### config.mk
export PLATFORM = sky130hd
export DESIGN_NAME = rrbc_map
export DESIGN_NICKNAME = d
export VERILOG_FILES = /design/src/hw/rtl/rrbc_pkg.sv /design/src/hw/rtl/rrbc_map.sv
export SDC_FILE = /design/constraint.sdc
export NUM_CORES = 1
export LEC_CHECK = 0
export ABC_AREA = 1
export BUFFER_PORTS_ARGS = -buffer_cell sky130_fd_sc_hd__buf_2
export CAP_MARGIN = 20
export CORE_ASPECT_RATIO = 0.75
export CORE_MARGIN = 4
export CORE_UTILIZATION = 43
export DETAILED_ROUTE_END_ITERATION = 8
export PLACE_DENSITY = 0.82
export SYNTH_ARGS = -nofsm -noshare
export SYNTH_HDL_FRONTEND = slang
export SYNTH_SLANG_ARGS = --single-unit
### constraint.sdc
create_clock -name vclk -period 7.2
set_clock_uncertainty 0.2 [all_clocks]
set_input_delay 1.44 -clock vclk [all_inputs]
set_output_delay 1.44 -clock vclk [all_outputs]
set_load 0.05 [all_outputs]
### src/hw/rtl/rrbc_pkg.sv
`default_nettype none

package rrbc_pkg;

  localparam int unsigned ROM_BANK_BYTES = 16384;
  localparam int unsigned RAM_BANK_BYTES = 8192;
  localparam int unsigned MAX_RAM_BANKS  = 4;
  localparam int unsigned MAX_ROM_BANKS  = 128;

  localparam int unsigned ROM_OFS_W   = $clog2(ROM_BANK_BYTES);
  localparam int unsigned RAM_OFS_W   = $clog2(RAM_BANK_BYTES);
  localparam int unsigned ROM_BANK_W  = $clog2(MAX_ROM_BANKS);
  localparam int unsigned RAM_BANK_W  = $clog2(MAX_RAM_BANKS);
  localparam int unsigned RAM_DEPTH   = MAX_RAM_BANKS * RAM_BANK_BYTES;
  localparam int unsigned RAM_IDX_W   = $clog2(RAM_DEPTH);
  localparam int unsigned ROM_ADDR_W  = 21;

  localparam logic [7:0] OPEN_BUS     = 8'hFF;
  localparam logic [3:0] RAM_EN_KEY   = 4'hA;

  // configuration register indexes
  localparam logic CFG_ROM_BANKS = 1'b0;
  localparam logic CFG_RAM_BANKS = 1'b1;

  typedef enum logic [1:0] {
    KIND_ROM   = 2'd0,
    KIND_DATA  = 2'd1,
    KIND_WRITE = 2'd2
  } kind_e;

  // address regions by the top three address bits
  typedef enum logic [2:0] {
    RGN_RAM_EN    = 3'd0,
    RGN_ROM_LOW   = 3'd1,
    RGN_BANK_HIGH = 3'd2,
    RGN_MODE      = 3'd3,
    RGN_VIDEO     = 3'd4,
    RGN_CART_RAM  = 3'd5,
    RGN_WORK_RAM  = 3'd6,
    RGN_HIGH      = 3'd7
  } region_e;

  typedef struct packed {
    logic [7:0] rom_bank_count;
    logic [2:0] ram_bank_count;
    logic       ram_enabled;
    logic [4:0] rom_bank_low;
    logic [1:0] bank_high;
    logic       advanced_mode;
  } bank_state_t;

  typedef struct packed {
    kind_e                   kind;
    logic [ROM_ADDR_W-1:0]   rom_address;
    logic                    ram_rd;
    logic                    ram_wr;
    logic [RAM_IDX_W-1:0]    ram_idx;
  } map_res_t;

  // next power of two of count, minus one
  function automatic logic [7:0] pow2_mask(input logic [7:0] count);
    logic [7:0] m;
    if (count == 8'd0) begin
      m = 8'd0;
    end else begin
      m = count - 8'd1;
      m = m | (m >> 1);
      m = m | (m >> 2);
      m = m | (m >> 4);
    end
    return m;
  endfunction

endpackage

`default_nettype wire

### src/hw/rtl/rrbc_map.sv
`default_nettype none

module rrbc_map (
  input  wire logic               is_write_i,
  input  wire logic [15:0]        addr_i,
  input  rrbc_pkg::bank_state_t   state_i,
  output rrbc_pkg::map_res_t      res_o
);
  import rrbc_pkg::*;

  logic [7:0]            eff_rom;
  logic [7:0]            rom_mask;
  logic [ROM_BANK_W-1:0] rom_bank;
  logic [ROM_BANK_W-1:0] sw_bank;
  logic                  rom_oob;
  logic [2:0]            eff_ram;
  logic [7:0]            ram_mask;
  logic [RAM_BANK_W-1:0] ram_bank;
  logic                  ram_ok;
  logic                  in_ram_win;

  always_comb begin
    eff_rom  = (state_i.rom_bank_count > 8'(MAX_ROM_BANKS)) ? 8'(MAX_ROM_BANKS)
                                                            : state_i.rom_bank_count;
    rom_mask = pow2_mask(eff_rom);
    sw_bank  = {state_i.bank_high, state_i.rom_bank_low} & rom_mask[ROM_BANK_W-1:0];
    if (!addr_i[14]) begin
      rom_bank = state_i.advanced_mode
               ? ({state_i.bank_high, 5'd0} & rom_mask[ROM_BANK_W-1:0])
               : '0;
    end else begin
      // bank zero cannot be mapped into the switchable window
      rom_bank = (sw_bank == '0) ? ROM_BANK_W'(1) : sw_bank;
    end
    // offset stays below one bank, so the bound reduces to the bank number
    rom_oob = ({1'b0, rom_bank} >= eff_rom);

    eff_ram  = (state_i.ram_bank_count > 3'(MAX_RAM_BANKS)) ? 3'(MAX_RAM_BANKS)
                                                            : state_i.ram_bank_count;
    ram_mask = pow2_mask({5'd0, eff_ram});
    ram_bank = state_i.advanced_mode ? (state_i.bank_high & ram_mask[RAM_BANK_W-1:0]) : '0;
    ram_ok   = (eff_ram != 3'd0) && state_i.ram_enabled
            && ({1'b0, ram_bank} < eff_ram);
    in_ram_win = (region_e'(addr_i[15:13]) == RGN_CART_RAM);

    res_o.rom_address = '0;
    res_o.ram_rd      = 1'b0;
    res_o.ram_wr      = 1'b0;
    res_o.ram_idx     = {ram_bank, addr_i[RAM_OFS_W-1:0]};
    if (is_write_i) begin
      res_o.kind   = KIND_WRITE;
      res_o.ram_wr = in_ram_win && ram_ok;
    end else if (!addr_i[15]) begin
      if (rom_oob) begin
        res_o.kind = KIND_DATA;
      end else begin
        res_o.kind        = KIND_ROM;
        res_o.rom_address = ROM_ADDR_W'({rom_bank, addr_i[ROM_OFS_W-1:0]});
      end
    end else begin
      res_o.kind   = KIND_DATA;
      res_o.ram_rd = in_ram_win && ram_ok;
    end
  end

endmodule

`default_nettype wire

**After elaboration in Yosys (flattened, before gate mapping)**

Cells that the tools add are included.

- $add $sub $neg: 2
- Order comparisons: 4
- Eq/ne operators: 1
- Multiplexer cells: 16
- Bitwise gates (word level): 9
- Reductions and logical operators: 7

Operators by type and width:

| kind | count |
|---|---|
| two-way mux 21 bit | 2 |
| two-way mux 7 bit | 4 |
| two-way mux 22 bit | 1 |
| bitwise OR 8 x 7 -> 8 bit | 2 |
| bitwise AND 7 bit | 2 |
| >= comparator 7 x 8 -> 1 bit | 1 |
| greater-than comparator 8 bit, second input constant | 1 |
| zero test 8 bit | 1 |
| two-way mux 2 bit | 4 |
| two-way mux 8 bit | 1 |
| bitwise OR 8 x 6 -> 8 bit | 1 |
| subtractor 8 x 1 -> 8 bit, second input constant | 1 |
| zero test 7 bit | 1 |
| bitwise OR 7 x 4 -> 7 bit | 1 |
| bitwise OR 6 bit | 1 |
| subtractor 3 x 1 -> 4 bit, second input constant | 1 |
| == test 3 bit, second input constant | 1 |
| greater-than comparator 3 bit, second input constant | 1 |
| logical AND 1 bit | 3 |
| zero test 3 bit | 1 |
| less-than comparator 2 x 3 -> 1 bit | 1 |
| two-way mux 1 bit | 3 |
| two-way mux 3 bit | 1 |
| nonzero test 3 bit | 1 |
| 2 further kinds | 2 |

- Register bits after elaboration: 0
- Bits of input ports: 37
- Output and inout bits: 40

**Logic depth before layout (Yosys ltp)**

- Depth after elaboration: 15
- Gate-level depth with buffers: 30
- Gate-level depth less buffers: 30

**Worst setup path after synthesis**

Ideal clock, no wire load.

- Path kind: input port to output port
- Start point: input port state_i[13] (netlist name)
- End point: output port res_o[33] (netlist name)
- Arrival: 5269 ps
- Data required time: 5560 ps
- Setup slack: 291 ps
- Stages on the path: 25
- Cells stage by stage: nor2_1 > nand2_1 > o21ai_4 > inv_1 > nor2_1 > inv_1 > ha_1 > nand2_2 > inv_2 > nand2_1 > xnor2_2 > nand3_1 > inv_1 > nand2_1 > nand3_2 > nor2_1 > ha_1 > a21oi_1 > o21ai_0 > nand2_1 > o211ai_1 > a21oi_1 > nand3_1 > clkbuf_1 > nor3_1

RTL lines:

| item | line | source |
|---|---|---|
| start, declared | rrbc_map.sv:6 | `input rrbc_pkg::bank_state_t state_i,` |
| end, declared | rrbc_map.sv:7 | `output rrbc_pkg::map_res_t res_o` |

==> metrics.cfg <==
[placed_design]
placed_cell_area_um2=1360
place_inst=298
port_buffers=77
place_hpwl_um=2540
gp_congestion=0.829
pre_cts_slack_ns=0.397

[routing]
drt_iter0_drc=46
wire_per_inst_um=9.54
drtAntennaViolNets=0
vias_per_cell=4.44
wirelength_um=2870
dr.pass1.iters=4
drc=0
vias=1335

[hold_path]
hp-class=in2out
min-delay-start=addr_i[0]
whs_path_depth=2

[sta]
fmaxAchievable_mhz=148
hold_viol=0
max_slew.worst_pin.slew_ns=0.332
setup_ws_ns=0.439
slew_violations=0
finalSetupTns_ns=0
period_share_pct=93.9
fin_crit_ns=6.76
setup_violations=0
relSlewSlack_pct=77.6
holdWs_ns=2.98
grt_setup_unrepaired=no

[power]
ir_worst_vdd_mv=0.0349
total_power_mw=0.119
power.density_nw_per_um2=85.8
p_leak_nw=0.933

[floorplan]
io_pins=77
die_w_um=64.6
initial_utilization_pct=45.1
rows=15
core_area_um2=2290
die_area_um2=3260
die_y_um=50.4

[final_layout]
final_cell_area_um2=1380
seq_area_um2=0
antenna_cells=0
nets=319
fillers=248
n_clock_buffer=0
seq_cells=0
layout-drive-gt1-share_pct=34.8
areaGrowthSynthToFinish_pct=33.9
fin_util_pct=60.4
fin_cells=301

[global_routing]
grt_first_pass_wirelength_um=4540
antenna_found_initial=0
grt_max_degree=19
grt_pass1_vias=1086
grt_use_total_pct=16.3
grt_overflow=0

[synth]
synth_area_um2=1030
synth_top_cell_by_area=nand2_1
synth_nets=252
synthTopCellsByCount=nand2_1 (45), nor2_1 (43), inv_1 (40), buf_4 (14), ha_1 (13)
syn_avg_cell_area_um2=5.11
yosysTopAreaCellShare_pct=16.4
yosysWarningCount=0
yosysSeqAreaShare_pct=0
synth_area_leaders=nand2_1 (16%), ha_1 (16%), nor2_1 (16%)
synth_cell_type_count=24
synthCells=202
yosysMostFrequentCell=nand2_1

[critical_path]
startpoint_type=input pin
startpoint=state_i[14]
cp.depth=25
critical_path_class=in2out
required_ns=5.56
worstPathMaxFanout=18
crit_arrival_ns=5.12
critPathMaxStageDelay_ns=0.29
crit_family=simple AND/OR/NAND/NOR gates
slowest_stage=ha_1
worst-path-buf-inv=6
end_kind=primary output

[run]
drv_cap=0

[cts]
hold_buffers=0

[outcome]
outcome=finished clean

==> routing by layer <==
layer	wire (µm)	vias to the layer above	global-route usage, %
met5	0	-	0
met4	0	0	0
met3	165	0	1.12
met2	1390	38	29.3
met1	1310	562	22.8
li1	-	735	-
==> power by group <==
group / leakage, nW / switching (mW) / internal (mW) / total [mW]
Sequential: 0 / 0 / 0 / 0
Combinational: 0.933 / 0.0834 / 0.0352 / 0.119
Clock: 0 / 0 / 0 / 0
Total: 0.933 / 0.0834 / 0.0352 / 0.119
==> final cells by class <==
type               count  area [µm²]  area share, %
inverters             43         161           11.7
well taps             34        42.5           3.08
repair buffers        81         420           30.4
multi-input cells    143         758           54.8
==> cells by family after synthesis <==
logic type	count (synthesis)	share of synthesized area (%)
and+or+nand+nor	111	44.7
buffers and inverters	59	26.5
AOI/OAI and AO/OA	18	11.4
adders and majority gates	13	15.8
xor gates and xnor gates	1	1.58
==> placed cells by master, fill, tap and decap left out, drive strengths merged <==
cell and instances:
a21oi 6, a31oi 1, buf 79, clkbuf 2, clkinv 1, ha 13, inv 42, nand2 48
nand3 8, nand3b 1, nor2 45, nor3 8, nor3b 1, o211ai 2, o21ai 8, o31ai 1
xnor2 1
==> worst paths after layout <==
path | end | slack, ns
setup / recovery | res_o[33] | 0.44
hold / removal | res_o[0] | 2.98
==> timing repair <==
| action | CTS | global route |
|---|---|---|
| setup buffers | 0 | 3 |
| gates resized for setup | 0 | 2 |
| setup endpoints to repair | 0 | 4 |
No activity file was read; power rests on OpenSTA's default activity.
