**src/hw/rtl/rrbc_pkg.sv**
```systemverilog
`default_nettype none

package rrbc_pkg;

  localparam int unsigned ROM_BANK_BYTES = 16384;
  localparam int unsigned RAM_BANK_BYTES = 8192;
  localparam int unsigned MAX_RAM_BANKS  = 4;
  localparam int unsigned MAX_ROM_BANKS  = 128;

  localparam int unsigned ROM_OFS_W   = $clog2(ROM_BANK_BYTES);
  localparam int unsigned RAM_OFS_W   = $clog2(RAM_BANK_BYTES);
  localparam int unsigned ROM_BANK_W  = $clog2(MAX_ROM_BANKS);
  localparam int unsigned RAM_BANK_W  = $clog2(MAX_RAM_BANKS);
  localparam int unsigned RAM_DEPTH   = MAX_RAM_BANKS * RAM_BANK_BYTES;
  localparam int unsigned RAM_IDX_W   = $clog2(RAM_DEPTH);
  localparam int unsigned ROM_ADDR_W  = 21;

  localparam logic [7:0] OPEN_BUS     = 8'hFF;
  localparam logic [3:0] RAM_EN_KEY   = 4'hA;

  // configuration register indexes
  localparam logic CFG_ROM_BANKS = 1'b0;
  localparam logic CFG_RAM_BANKS = 1'b1;

  typedef enum logic [1:0] {
    KIND_ROM   = 2'd0,
    KIND_DATA  = 2'd1,
    KIND_WRITE = 2'd2
  } kind_e;

  // address regions by the top three address bits
  typedef enum logic [2:0] {
    RGN_RAM_EN    = 3'd0,
    RGN_ROM_LOW   = 3'd1,
    RGN_BANK_HIGH = 3'd2,
    RGN_MODE      = 3'd3,
    RGN_VIDEO     = 3'd4,
    RGN_CART_RAM  = 3'd5,
    RGN_WORK_RAM  = 3'd6,
    RGN_HIGH      = 3'd7
  } region_e;

  typedef struct packed {
    logic [7:0] rom_bank_count;
    logic [2:0] ram_bank_count;
    logic       ram_enabled;
    logic [4:0] rom_bank_low;
    logic [1:0] bank_high;
    logic       advanced_mode;
  } bank_state_t;

  typedef struct packed {
    kind_e                   kind;
    logic [ROM_ADDR_W-1:0]   rom_address;
    logic                    ram_rd;
    logic                    ram_wr;
    logic [RAM_IDX_W-1:0]    ram_idx;
  } map_res_t;

  // next power of two of count, minus one
  function automatic logic [7:0] pow2_mask(input logic [7:0] count);
    logic [7:0] m;
    if (count == 8'd0) begin
      m = 8'd0;
    end else begin
      m = count - 8'd1;
      m = m | (m >> 1);
      m = m | (m >> 2);
      m = m | (m >> 4);
    end
    return m;
  endfunction

endpackage

`default_nettype wire

```
**src/hw/rtl/rrbc_regs.sv**
```systemverilog
`default_nettype none

module rrbc_regs (
  input  wire logic               clk_i,
  input  wire logic               rst_ni,
  input  wire logic               cfg_valid_i,
  input  wire logic               cfg_index_i,
  input  wire logic [7:0]         cfg_data_i,
  input  wire logic               wr_en_i,
  input  wire logic [15:0]        wr_addr_i,
  input  wire logic [7:0]         wr_data_i,
  output rrbc_pkg::bank_state_t   state_o
);
  import rrbc_pkg::*;

  bank_state_t state_q, state_d;
  region_e     rgn;

  assign rgn = region_e'(wr_addr_i[15:13]);

  always_comb begin
    state_d = state_q;
    if (cfg_valid_i) begin
      unique case (cfg_index_i)
        CFG_ROM_BANKS: state_d.rom_bank_count = cfg_data_i;
        CFG_RAM_BANKS: state_d.ram_bank_count = cfg_data_i[2:0];
        default:       state_d = state_q;
      endcase
    end
    if (wr_en_i) begin
      unique case (rgn)
        RGN_RAM_EN:    state_d.ram_enabled   = (wr_data_i[3:0] == RAM_EN_KEY);
        RGN_ROM_LOW:   state_d.rom_bank_low  = (wr_data_i[4:0] == 5'd0) ? 5'd1
                                                                          : wr_data_i[4:0];
        RGN_BANK_HIGH: state_d.bank_high     = wr_data_i[1:0];
        RGN_MODE:      state_d.advanced_mode = wr_data_i[0];
        default:       ;
      endcase
    end
  end

  always_ff @(posedge clk_i or negedge rst_ni) begin
    if (!rst_ni) begin
      state_q.rom_bank_count <= 8'd2;
      state_q.ram_bank_count <= 3'd0;
      state_q.ram_enabled    <= 1'b0;
      state_q.rom_bank_low   <= 5'd1;
      state_q.bank_high      <= 2'd0;
      state_q.advanced_mode  <= 1'b0;
    end else begin
      state_q <= state_d;
    end
  end

  assign state_o = state_q;

endmodule

`default_nettype wire

```
**config.mk**
```make
export PLATFORM = sky130hd
export DESIGN_NAME = rrbc_regs
export DESIGN_NICKNAME = d
export VERILOG_FILES = /design/src/hw/rtl/rrbc_pkg.sv /design/src/hw/rtl/rrbc_regs.sv
export SDC_FILE = /design/constraint.sdc
export NUM_CORES = 1
export LEC_CHECK = 0
export ABC_AREA = 1
export BUFFER_PORTS_ARGS = -buffer_cell sky130_fd_sc_hd__buf_4
export CAP_MARGIN = 20
export CORE_MARGIN = 5
export CORE_UTILIZATION = 43
export CTS_CLUSTER_DIAMETER = 100
export DETAILED_ROUTE_END_ITERATION = 10
export PLACE_DENSITY = 0.77
export SYNTH_ARGS = -nofsm -noshare
export SYNTH_HDL_FRONTEND = slang
export SYNTH_SLANG_ARGS = --single-unit
```
**constraint.sdc**
```tcl
create_clock -name clk_i -period 1.6 [get_ports clk_i]
set_input_delay 0.16 -clock clk_i [delete_from_list [all_inputs] [get_ports clk_i]]
set_output_delay 0.16 -clock clk_i [all_outputs]
set_load 0.05 [all_outputs]
```
* Word-level counts from Yosys, hierarchy flattened
Cells that the tools add are included.
** Word-level totals
- Bits in registers :: 20
- Input bits :: 37
- Logic and storage cells :: 21
- Output and inout port bits :: 20
** Cells by class
- Bitwise operators :: 1
- Equal/unequal tests :: 4
- Reduce and logical (&&, ||, !) cells :: 4
- Multiplexer cells :: 6
** Operators with widths (count)
- 5-bit 2-to-1 mux :: 2
- 9-bit 2-to-1 mux :: 1
- 3-bit by 2-bit == test with 1-bit output (second input constant) :: 2
- 5-bit logical NOT :: 1
- 4-bit == test (second input constant) :: 1
- 2-bit AND reduction :: 2
- 3-bit by 1-bit == test with 1-bit output (second input constant) :: 1
- 3-bit logical NOT :: 1
- 1-bit 2-to-1 mux :: 2
- 2-bit 2-to-1 mux :: 1
- 1-bit NOT :: 1

* Longest topological paths before layout
- Depth in word-level cells :: 4
- Mapped depth :: 5
- Depth with buffers taken out :: 5

* Least setup slack after synthesis
No wires, ideal clock.
- Path kind :: reg2reg
- Start point :: register, netlist name state_o[13]
- End point :: register state_q (netlist bit state_o[13])
- Library setup time :: 0.069 ns
- Buffers on the path :: 0
- Cell stages (with the launch flop) :: 3
- Required time :: 1.531 ns
- Setup slack :: 0.711 ns
- Arrival :: 0.820 ns
- Cells stage by stage :: dfstp_2 -> nand2_1 -> o21ai_2
** RTL lines
- end signal: assignment :: RTL line rrbc_regs.sv:51 : state_q <= state_d;
- end: declaration :: RTL line rrbc_regs.sv:16 : bank_state_t state_q, state_d;

* Final worst setup path
- Start point :: register state_q (netlist bit state_o[13])
- End point :: output port state_o[13] (netlist bit)
** RTL lines
- end: declaration :: RTL line rrbc_regs.sv:12 : output rrbc_pkg::bank_state_t state_o
No word-level cell between the ends.

==> qor.csv <==
stage,metric,value,unit
sta,"Hold Vio Cnt, Final",0,
cts,clk slew on worst S/H paths,0.11,ns
synth,"Net Count, Synth",138,
run_status,outcome,completed,
worst_setup_path,Arrival @ worst endpoint,1.03,ns
worst_setup_path,CP Buf/Inv Count,1,
floorplan,DIE AREA,0.00305,mm^2
global_routing,largest net degree at the start of global routing,21,
power_and_ir_drop,Overall Power,1470,uW
route,Detail Route Antenna Nets,0,
synth,"Avg Cell Area, Syn",8.71,um^2
worst_setup_path,kind of critical path,register to primary output,
worst_hold_path,Hold Startpoint,wr_data_i[4],
cts,CTS root buf,clkbuf_4,
sta,Setup Skew,0,ns
route,Pre-antenna DRT Iters,4,
worst_setup_path,critical-path cell list,buf_4,
placement,placed cells,167,
sta,Worst Max-Slew Pin Slew,0.426,ns
placement,Post-DP HPWL,1530,um
placement,Placer Congestion,0.829,
synth,Post-Syn Area,880,um^2
cts,H-tree levels,1,
route,wire length per cell,11.4,um
cts,# clock sinks,20,
sta,fin crit share,74.5,%
worst_setup_path,worst r2r src,state_o[13]$_DFFE_PN1P_,
worst_setup_path,RR Endpoint,state_o[13]$_DFFE_PN1P_,
power_and_ir_drop,P per Cell Area,1180,mW/mm^2
floorplan,starting density of the core,44.8,%
sta,Period minus WS final,1.19,ns
cells_and_area,post-route insts no fill,172,
synth,Post-Syn Instances,101,
cells_and_area,"commonest non-fill, non-tap cell in the layout",nand2_1,
sta,Slew HR,71.6,%
worst_hold_path,worst hold path class,input pin to register,
worst_hold_path,hold path depth,3,
floorplan,I/O Pins,57,
synth,sequential cell area fraction in the yosys report,57.2,%
cts,Worst-Skew Late Latency,0.29,ns
floorplan,Rows,16,
worst_setup_path,R2R Setup Slk,0.86,ns
placement,Port Buf Inserts,40,
cts,TritonCTS clock tree,done,
route,Vias,782,
route,Iteration-0 DRC Markers,20,
cts,TritonCTS Buffers,3,
cts,post-cts resize count,0,
floorplan,core footprint,0.00196,mm^2
global_routing,global-route usage over all layers,13.0,%
floorplan,Die W,55.2,um
cts,# Post-CTS Setup Buffers,0,
route,vias per cell,4.55,
power_and_ir_drop,P_leak,0.000691,uW
worst_setup_path,CP max stage cell,dfstp_2,
cells_and_area,Post-layout nets,183,
worst_setup_path,Crit path max-delay family,flip-flops,
worst_setup_path,startpoint class of the critical path,register,
worst_setup_path,CP max FO,2,
sta,Final Max Slew Viols,0,
cells_and_area,"commonest cells after routing, fill and taps aside","42 x nand2_1, 40 x buf_4, 18 x dfrtp_1",
synth,Cell variety after synth,13,
cells_and_area,max FFs per register,20,
route,residual DRC count,0,
synth,synth warn,0,
sta,highest clock rate,839,MHz
route,total wire length,1960,um
cts,hold buffers post-CTS,1,
cells_and_area,final instance area,0.00125,mm^2
sta,Final setup violation count,0,
worst_setup_path,CP peak stage delay,0.55,ns
run,total of max-cap violations,0,
global_routing,first-pass GRT wire length,3190,um
worst_setup_path,required time worst endpoint,1.44,ns
sta,RSZ-0062 raised after global routing,no,
global_routing,initial antenna violation count,0,
global_routing,grt ovf,0,
cells_and_area,Area Overhead vs Synth,42.0,%
worst_hold_path,Worst Hold End,state_o[7]$_DFFE_PN0P_,
sta,setup TNS,0,ns
cells_and_area,layout cells sized above 1,37.2,%
synth,#FFs+latches synth,20,
cells_and_area,antenna diode count,0,
global_routing,vias in the first global route,723,
worst_setup_path,Worst setup EP type,primary output,
floorplan,Die H,55.2,um
cts,Max Buffers Root-to-Sink,2,
worst_setup_path,R2R depth,2,
placement,Area after DPL,0.00120,mm^2
power_and_ir_drop,Worst VDD drop,0.669,mV
[cell type report]
type                            instances  area (um^2)
Tap cell                               27         33.8
Inverter                               11         41.3
Multi-Input combinational cell         69          324
Clock buffer                            4         36.3
Sequential cell                        20          503
Timing Repair Buffer                   41          310
Fill cell                             169          713
[cell families (layout without fill, tap and decap cells)]
family,Yosys count,in the layout,synth area share (%)
AO/OA/AOI/OAI,8,8,5.83
flip-flops,20,20,57.2
AND/OR/NAND/NOR,61,61,31.0
buffers and inverters,12,56,5.97
[metal layers]
layer | track usage [%] | share of wire, % | vias up
met5 | 0 | 0 | -
met4 | 8.33 | 1.4 | 0
met3 | 1.40 | 3.4 | 2
met2 | 23.1 | 52 | 16
met1 | 14.6 | 43 | 355
li1 | - | - | 409
[through the flow]
step	hold WS (ns)	utilization, %	setup WS (ns)
6_report	0.0663	63.6	0.408
2_1_floorplan	-0.136	-	0.711
3_5_place_dp	0.0514	61.3	0.557
4_1_cts	0.0540	63.6	0.388
5_1_grt	0.0602	63.6	0.371
3_3_place_gp	0.0504	61.3	0.567
[how the worst max path moves through the flow]
stage               cells after the start                      end                    start
floorplan                               2  state_o[13]$_DFFE_PN1P_  state_o[13]$_DFFE_PN1P_
global placement                        5  state_o[14]$_DFFE_PN0P_              cfg_index_i
detailed placement                      5  state_o[12]$_DFFE_PN0P_              cfg_index_i
CTS                                     1              state_o[13]  state_o[13]$_DFFE_PN1P_
global route                            1               state_o[3]   state_o[3]$_DFFE_PN1P_
finish                                  1              state_o[13]  state_o[13]$_DFFE_PN1P_
[synthesized netlist by cell type, drive strengths merged]
library cell | instances | share of area (%)
nand4 | 3 | 2.1
nor2 | 7 | 4.7
nand2 | 42 | 18
buf | 1 | 1.3
o21ai | 8 | 5.8
dfstp | 2 | 6.0
nand3 | 9 | 6.3
dfrtp | 18 | 51
inv | 11 | 4.7
[power by group]
| group | switching, uW | leakage (uW) | internal, uW |
|---|---|---|---|
| sequential | 41.1 | 0.000246 | 585 |
| clock | 154 | 0.0000210 | 139 |
| combinational | 385 | 0.000423 | 169 |
| total | 581 | 0.000691 | 893 |
[worst reg2reg max path: stages, from the launching register on]
cell,delay (ns)
dfstp_2,0.55
nand2_1,0.06
o21ai_2,0.07
Note: power is estimated with default switching activity, not from simulation.
